$ cat src/rtl/core/kffa_ram.sv
`default_nettype none
module kffa_ram #(
	parameter int WIDTH = 8,
	parameter int DEPTH = 16
) (
	input  wire logic                     clk,
	input  wire logic                     we,
	input  wire logic [$clog2(DEPTH)-1:0] waddr,
	input  wire logic [WIDTH-1:0]         wdata,
	input  wire logic [$clog2(DEPTH)-1:0] raddr,
	output logic      [WIDTH-1:0]         rdata
);

	logic [WIDTH-1:0] mem_q [DEPTH];

	always_ff @(posedge clk) begin
		if (we) begin
			mem_q[waddr] <= wdata;
		end
		rdata <= mem_q[raddr];
	end

endmodule
`default_nettype wire

$ cat config.mk
export PLATFORM = sky130hd
export DESIGN_NAME = kffa_ram
export DESIGN_NICKNAME = d
export VERILOG_FILES = /design/src/rtl/core/kffa_ram.sv
export SDC_FILE = /design/constraint.sdc
export NUM_CORES = 1
export LEC_CHECK = 0
export BUFFER_PORTS_ARGS = -buffer_cell sky130_fd_sc_hd__buf_2
export CAP_MARGIN = 20
export CORE_MARGIN = 1.5
export CORE_UTILIZATION = 60
export DETAILED_ROUTE_END_ITERATION = 16
export GPL_ROUTABILITY_DRIVEN = 0
export GPL_TIMING_DRIVEN = 1
export PLACE_DENSITY = 0.79
export SYNTH_ARGS = -nofsm -noshare
export SYNTH_HDL_FRONTEND = slang
export SYNTH_SLANG_ARGS = --single-unit
export TNS_END_PERCENT = 100
$ cat constraint.sdc
create_clock -name clk -period 4.56 [get_ports clk]
set_clock_uncertainty 0.1 [all_clocks]
set_input_delay 1.368 -clock clk [delete_from_list [all_inputs] [get_ports clk]]
set_output_delay 1.368 -clock clk [all_outputs]
set_load 0.02 [all_outputs]
==> impl_metrics.json, run 1 <==
{
  "slew_headroom": 0.374,
  "drc": 0,
  "hp-start": "mem_q[12][3]",
  "ir_drop_v": 0.000284,
  "ys_top_cells_by_area": "edfxtp_1 75%, mux4_2 7.9%, mux4_1 7.1%",
  "antenna_found_initial": 0,
  "crit_family": "buffers and inverters",
  "fmax_mhz": 361,
  "cts_buffer_depth": 2,
  "dp_slack_ns": 1.23,
  "min_path_type": "reg2reg",
  "area_growth_pct": 15.6,
  "timing.rr.end": "rdata[4]",
  "hold_violations": 0,
  "clock_latency_ns": 0.50,
  "critPathLaunch": "raddr[0]",
  "fin_ws_ns": 1.79,
  "ios": 26,
  "cp-start-kind": "input pin",
  "tritoncts": "built",
  "initialDrtViolationCount": 235,
  "worstPathMaxFanout": 18,
  "grt_pass1_wl_mm": 14.7,
  "r2r_cells": 3,
  "core_sq_um": 8260,
  "cts_made_buffers": 17,
  "cts_hold_buf": 0,
  "num_rows": 33,
  "min_path_cells": 3,
  "final_common_cell": "edfxtp_1",
  "cts_resized": 0,
  "grt_start_max_net_pins": 33,
  "fin_area_sq_um": 5950,
  "synth-seq-area-share": 0.778,
  "critPathSlowestCell": "mux4_1",
  "viasPerCell": 6.22,
  "endpoint_kind": "flop",
  "synth_top_area_share": 0.747,
  "critical_path.cell_chain": "buf_2 -> buf_4 -> mux4_1 -> a22oi_1 -> nand2_1",
  "cts-htree-levels": 4,
  "start_util": 0.623,
  "vias": 2408,
  "power_density_nw_per_um2": 481,
  "dpl.hpwl_mm": 5.69,
  "critical_path_arrival_ns": 3.05,
  "final_util": 0.720,
  "portBuffers": 25,
  "antenna_cells": 0,
  "setup_viol": 0,
  "required_ns": 4.84,
  "drv_cap": 0,
  "cts.sinks": 136,
  "avgSynthCellArea_sq_um": 22.5,
  "finalNetCount": 287,
  "finalCriticalPeriod_ns": 2.77,
  "root_buffer": "clkbuf_8",
  "postPlaceCellArea_sq_um": 5360,
  "status": "finished clean",
  "fin_tns_setup_ns": 0,
  "post-cts-setup-buffer-count": 0,
  "synthDistinctLibCells": 19,
  "die_width_microns": 95.6,
  "syn_nets": 247,
  "synth_top_area_cell": "edfxtp_1",
  "path_class": "in2reg",
  "rsz0062_at_grt": "false",
  "ys_seq_elements": 136,
  "critical_path.max_stage_delay_ns": 0.59,
  "syn_area_sq_um": 5150,
  "period_share": 0.608,
  "postRouteWirelength_mm": 9.49,
  "slew_violations": 0,
  "critical_path_buf_inv_count": 2,
  "wl_per_cell_microns": 24.5,
  "antenna_left": 0,
  "dr.pass1.iters": 4,
  "worst_pin_slew_ns": 0.935,
  "syn_inst": 229,
  "r2r_slack_ns": 3.02,
  "final_layout_size_suffix_gt1_frac": 0.280,
  "final_cell_mix": "128 x edfxtp_1, 25 x buf_2, 18 x mux4_2",
  "clkTransAtPathRegs_ns": 0.06,
  "die_y_microns": 95.6,
  "p_leak_nw": 2.01,
  "min_to": "rdata[3]",
  "r2r_start": "mem_q[9][4]",
  "die-area_sq_um": 9140,
  "grt_remaining_overflow": 0,
  "grtUsageTotal": 0.244,
  "grt_pass1_vias": 2422,
  "ys_warn_count": 0
}
-- cell families (layout without fill, tap and decap cells) --
kind of cell / after synthesis / count (layout) / share of synthesized area
and+or+nand+nor: 35 / 35 / 0.0318
muxes: 32 / 32 / 0.150
buffers and inverters: 10 / 63 / 0.0168
DFF: 136 / 136 / 0.778
AOI/OAI and AO/OA: 16 / 16 / 0.0233
-- state kept, by name, summed over array words and instances (netlist names) --
name   count
mem_q    128
rdata      8
-- through the flow --
step                      hold slack [ns]  instances  power, mW
after floorplan                     0.529        229       1.51
after global placement              0.555        355       1.56
after detailed placement            0.563        355       1.56
after CTS                           0.576        387       2.88
after global routing                0.616        387       2.96
final                               0.579        387       2.86
-- where the power goes --
group	internal (mW)	total, mW	switching, mW
registers	1.40	1.41	0.00947
logic	0.0515	0.130	0.0788
clock network	0.845	1.33	0.482
-- worst register-to-register path, stage by stage, from the launching register on --
cell and delay, ns:
edfxtp_1 0.37, mux4_1 0.50, a22oi_1 0.32, nand2_1 0.11
-- routing by layer --
metal  up-vias  track usage  part of all wire
met5         -            0                 0
met4         0       0.0699            0.0056
met3         4       0.0805             0.085
met2       116        0.362              0.50
met1      1229        0.354              0.41
li1       1059            -                 -
-- synth_stat cells --
cell	instances
or3b_2	1
buf_4	1
nand2_1	9
nor2b_1	1
nor3_1	4
clkdlybuf4s25_2	3
and2b_1	1
nand2b_1	2
nand3b_1	2
dfxtp_1	8
nand3_1	1
buf_2	3
and2_1	1
nor2_1	13
buf_6	3
mux4_1	14
edfxtp_1	128
a22oi_1	16
mux4_2	18
-- final cells by class --
class / instances / area [sq um]
clock buffers: 20 / 435
fillers: 478 / 2310
multi-input cells: 83 / 1060
repair buffers: 31 / 170
clock inverters: 12 / 151
flip-flops and latches: 136 / 4000
well taps: 105 / 131
-- worst max-delay path by stage --
stage	end	slack, ns	cells past startpoint
final	rdata[0]	1.79	5
after global routing	rdata[3]	1.70	5
after CTS	rdata[0]	1.77	5
after detailed placement	rdata[3]	1.23	5
after global placement	rdata[3]	1.20	5
after floorplan	mem_q[0][0]	1.60	2
Power figures use the tool's default switching activity.
==> run 2: changes to the inputs <==
==> constraint.sdc (replaced) <==
create_clock -name clk -period 2.8 [get_ports clk]
set_clock_uncertainty 0.1 [all_clocks]
set_input_delay 0.84 -clock clk [delete_from_list [all_inputs] [get_ports clk]]
set_output_delay 0.84 -clock clk [all_outputs]
set_load 0.02 [all_outputs]
==> run 2 against run 1 <==
Effect of this change:
- clock-buffer cell count up 6
- non-clock buffer count is 15 higher
- critical path depth decreased by 4
- cell count is 3.9% higher
- combinational power up 72%
- first-iteration DRC count decreased by 0.43%
- design area up 1.5%
- critical path type is now reg2out
- wire length rose by 2.7%
- largest cell class unchanged
==> impl_metrics.json, run 2 (same netlist as run 1, synthesis figures left out) <==
{
  "die_y_microns": 95.6,
  "worst_pin_slew_ns": 0.640,
  "start_util": 0.623,
  "dpl.hpwl_mm": 5.84,
  "rsz0062_at_grt": "false",
  "switchingPower_uw": 895,
  "p_leak_nw": 2.07,
  "status": "finished clean",
  "fin_ws_ns": 0.800,
  "hold_slack_ns": 0.584,
  "critPathLaunch": "rdata[2]",
  "die_width_microns": 95.6,
  "num_rows": 33,
  "antenna_left": 0,
  "worst-path-stages": 1,
  "largest_reg_flops": 128,
  "cts-htree-levels": 4,
  "wl_per_cell_microns": 24.2,
  "final_common_cell": "edfxtp_1",
  "ios": 26,
  "slew_violations": 0,
  "final_layout_size_suffix_gt1_frac": 0.294,
  "timing.rr.end": "rdata[2]",
  "pwr-share-comb": 0.049,
  "cp-start-kind": "flop",
  "postRouteWirelength_mm": 9.74,
  "finalNetCount": 302,
  "p_int_mw": 3.65,
  "critical_path_buf_inv_count": 1,
  "grt_start_max_net_pins": 33,
  "ir_drop_v": 0.000444,
  "root_buffer": "clkbuf_8",
  "r2r_cells": 3,
  "power_density_nw_per_um2": 753,
  "tritoncts": "built",
  "grt_pass1_wl_mm": 15.0,
  "fin_tns_setup_ns": 0,
  "min_path_type": "reg2reg",
  "clock_latency_ns": 0.51,
  "required_ns": 1.86,
  "cts_buffer_depth": 2,
  "largest-register": "mem_q",
  "die-area_sq_um": 9140,
  "portBuffers": 25,
  "period_share": 0.714,
  "min_path_cells": 3,
  "cts_made_buffers": 17,
  "dp_slack_ns": 0.393,
  "slew_headroom": 0.572,
  "cts_hold_buf": 0,
  "grt_remaining_overflow": 0,
  "core_sq_um": 8260,
  "endpoint_kind": "output port",
  "post-cts-setup-buffer-count": 0,
  "hold_violations": 0,
  "clkPwrFrac": 0.446,
  "setup_viol": 0,
  "swShare": 0.197,
  "grt_pass1_vias": 2576,
  "cts.sinks": 136,
  "fmax_mhz": 500,
  "drc": 0,
  "final_cell_mix": "128 x edfxtp_1, 25 x buf_2, 19 x buf_4",
  "critPathSlowestCell": "dfxtp_1",
  "top_regs": "mem_q x128, rdata x8",
  "vias": 2494,
  "r2r_start": "mem_q[1][2]",
  "critical_path.cell_chain": "buf_2",
  "dr.pass1.iters": 5,
  "crit_family": "flip-flops",
  "worstPathMaxFanout": 1,
  "critical_path_arrival_ns": 1.06,
  "clkTransAtPathRegs_ns": 0.06,
  "path_class": "reg2out",
  "cts_resized": 0,
  "worstSetupEndpoint": "rdata[2]",
  "viasPerCell": 6.20,
  "r2r_slack_ns": 1.26,
  "antenna_found_initial": 1,
  "grtUsageTotal": 0.248,
  "finalCriticalPeriod_ns": 2.00,
  "initialDrtViolationCount": 234,
  "p_seq_frac": 0.505,
  "area_growth_pct": 17.3,
  "critical_path.max_stage_delay_ns": 0.37,
  "power_mw": 4.55,
  "drv_cap": 0
}
-- run 2: worst min-delay path by stage --
stage / startpoint / to
after floorplan: mem_q[7][0] / rdata[0]
after global placement: mem_q[14][7] / rdata[7]
after detailed placement: mem_q[12][7] / rdata[7]
after CTS: mem_q[15][7] / rdata[7]
after global routing: wdata[5] / mem_q[6][5]
final: mem_q[15][7] / rdata[7]
-- run 2: per-layer routing --
metal / wire length [microns] / track usage / vias up
li1: - / - / 1083
met1: 3940 / 0.336 / 1260
met2: 4800 / 0.381 / 132
met3: 825 / 0.0742 / 19
met4: 179 / 0.102 / 0
met5: 0 / 0 / -
-- run 2: layout make-up --
cell class | instances | area, sq um
Fill cell | 469 | 2220
Timing Repair Buffer | 46 | 308
Antenna cell | 1 | 2.50
Sequential cell | 136 | 4000
Multi-Input combinational cell | 83 | 1060
Clock buffer | 26 | 458
Clock inverter | 5 | 76.3
Tap cell | 105 | 131
-- run 2: per-stage QoR --
| step | utilization | instance area, sq um | cells |
|---|---|---|---|
| 6_report | 0.731 | 6040 | 402 |
| 5_1_grt | 0.731 | 6030 | 401 |
| 4_1_cts | 0.731 | 6030 | 401 |
| 3_5_place_dp | 0.666 | 5500 | 370 |
| 3_3_place_gp | 0.666 | 5500 | 370 |
| 2_1_floorplan | - | 5150 | 229 |
-- run 2: power groups by stage --
stage / registers [mW] / logic (mW) / clock network (mW)
floorplan: 2.34 / 0.116 / 0
global placement: 2.33 / 0.217 / 0
detailed placement: 2.33 / 0.221 / 0
CTS: 2.29 / 0.225 / 2.04
global route: 2.30 / 0.240 / 2.13
finish: 2.29 / 0.223 / 2.03
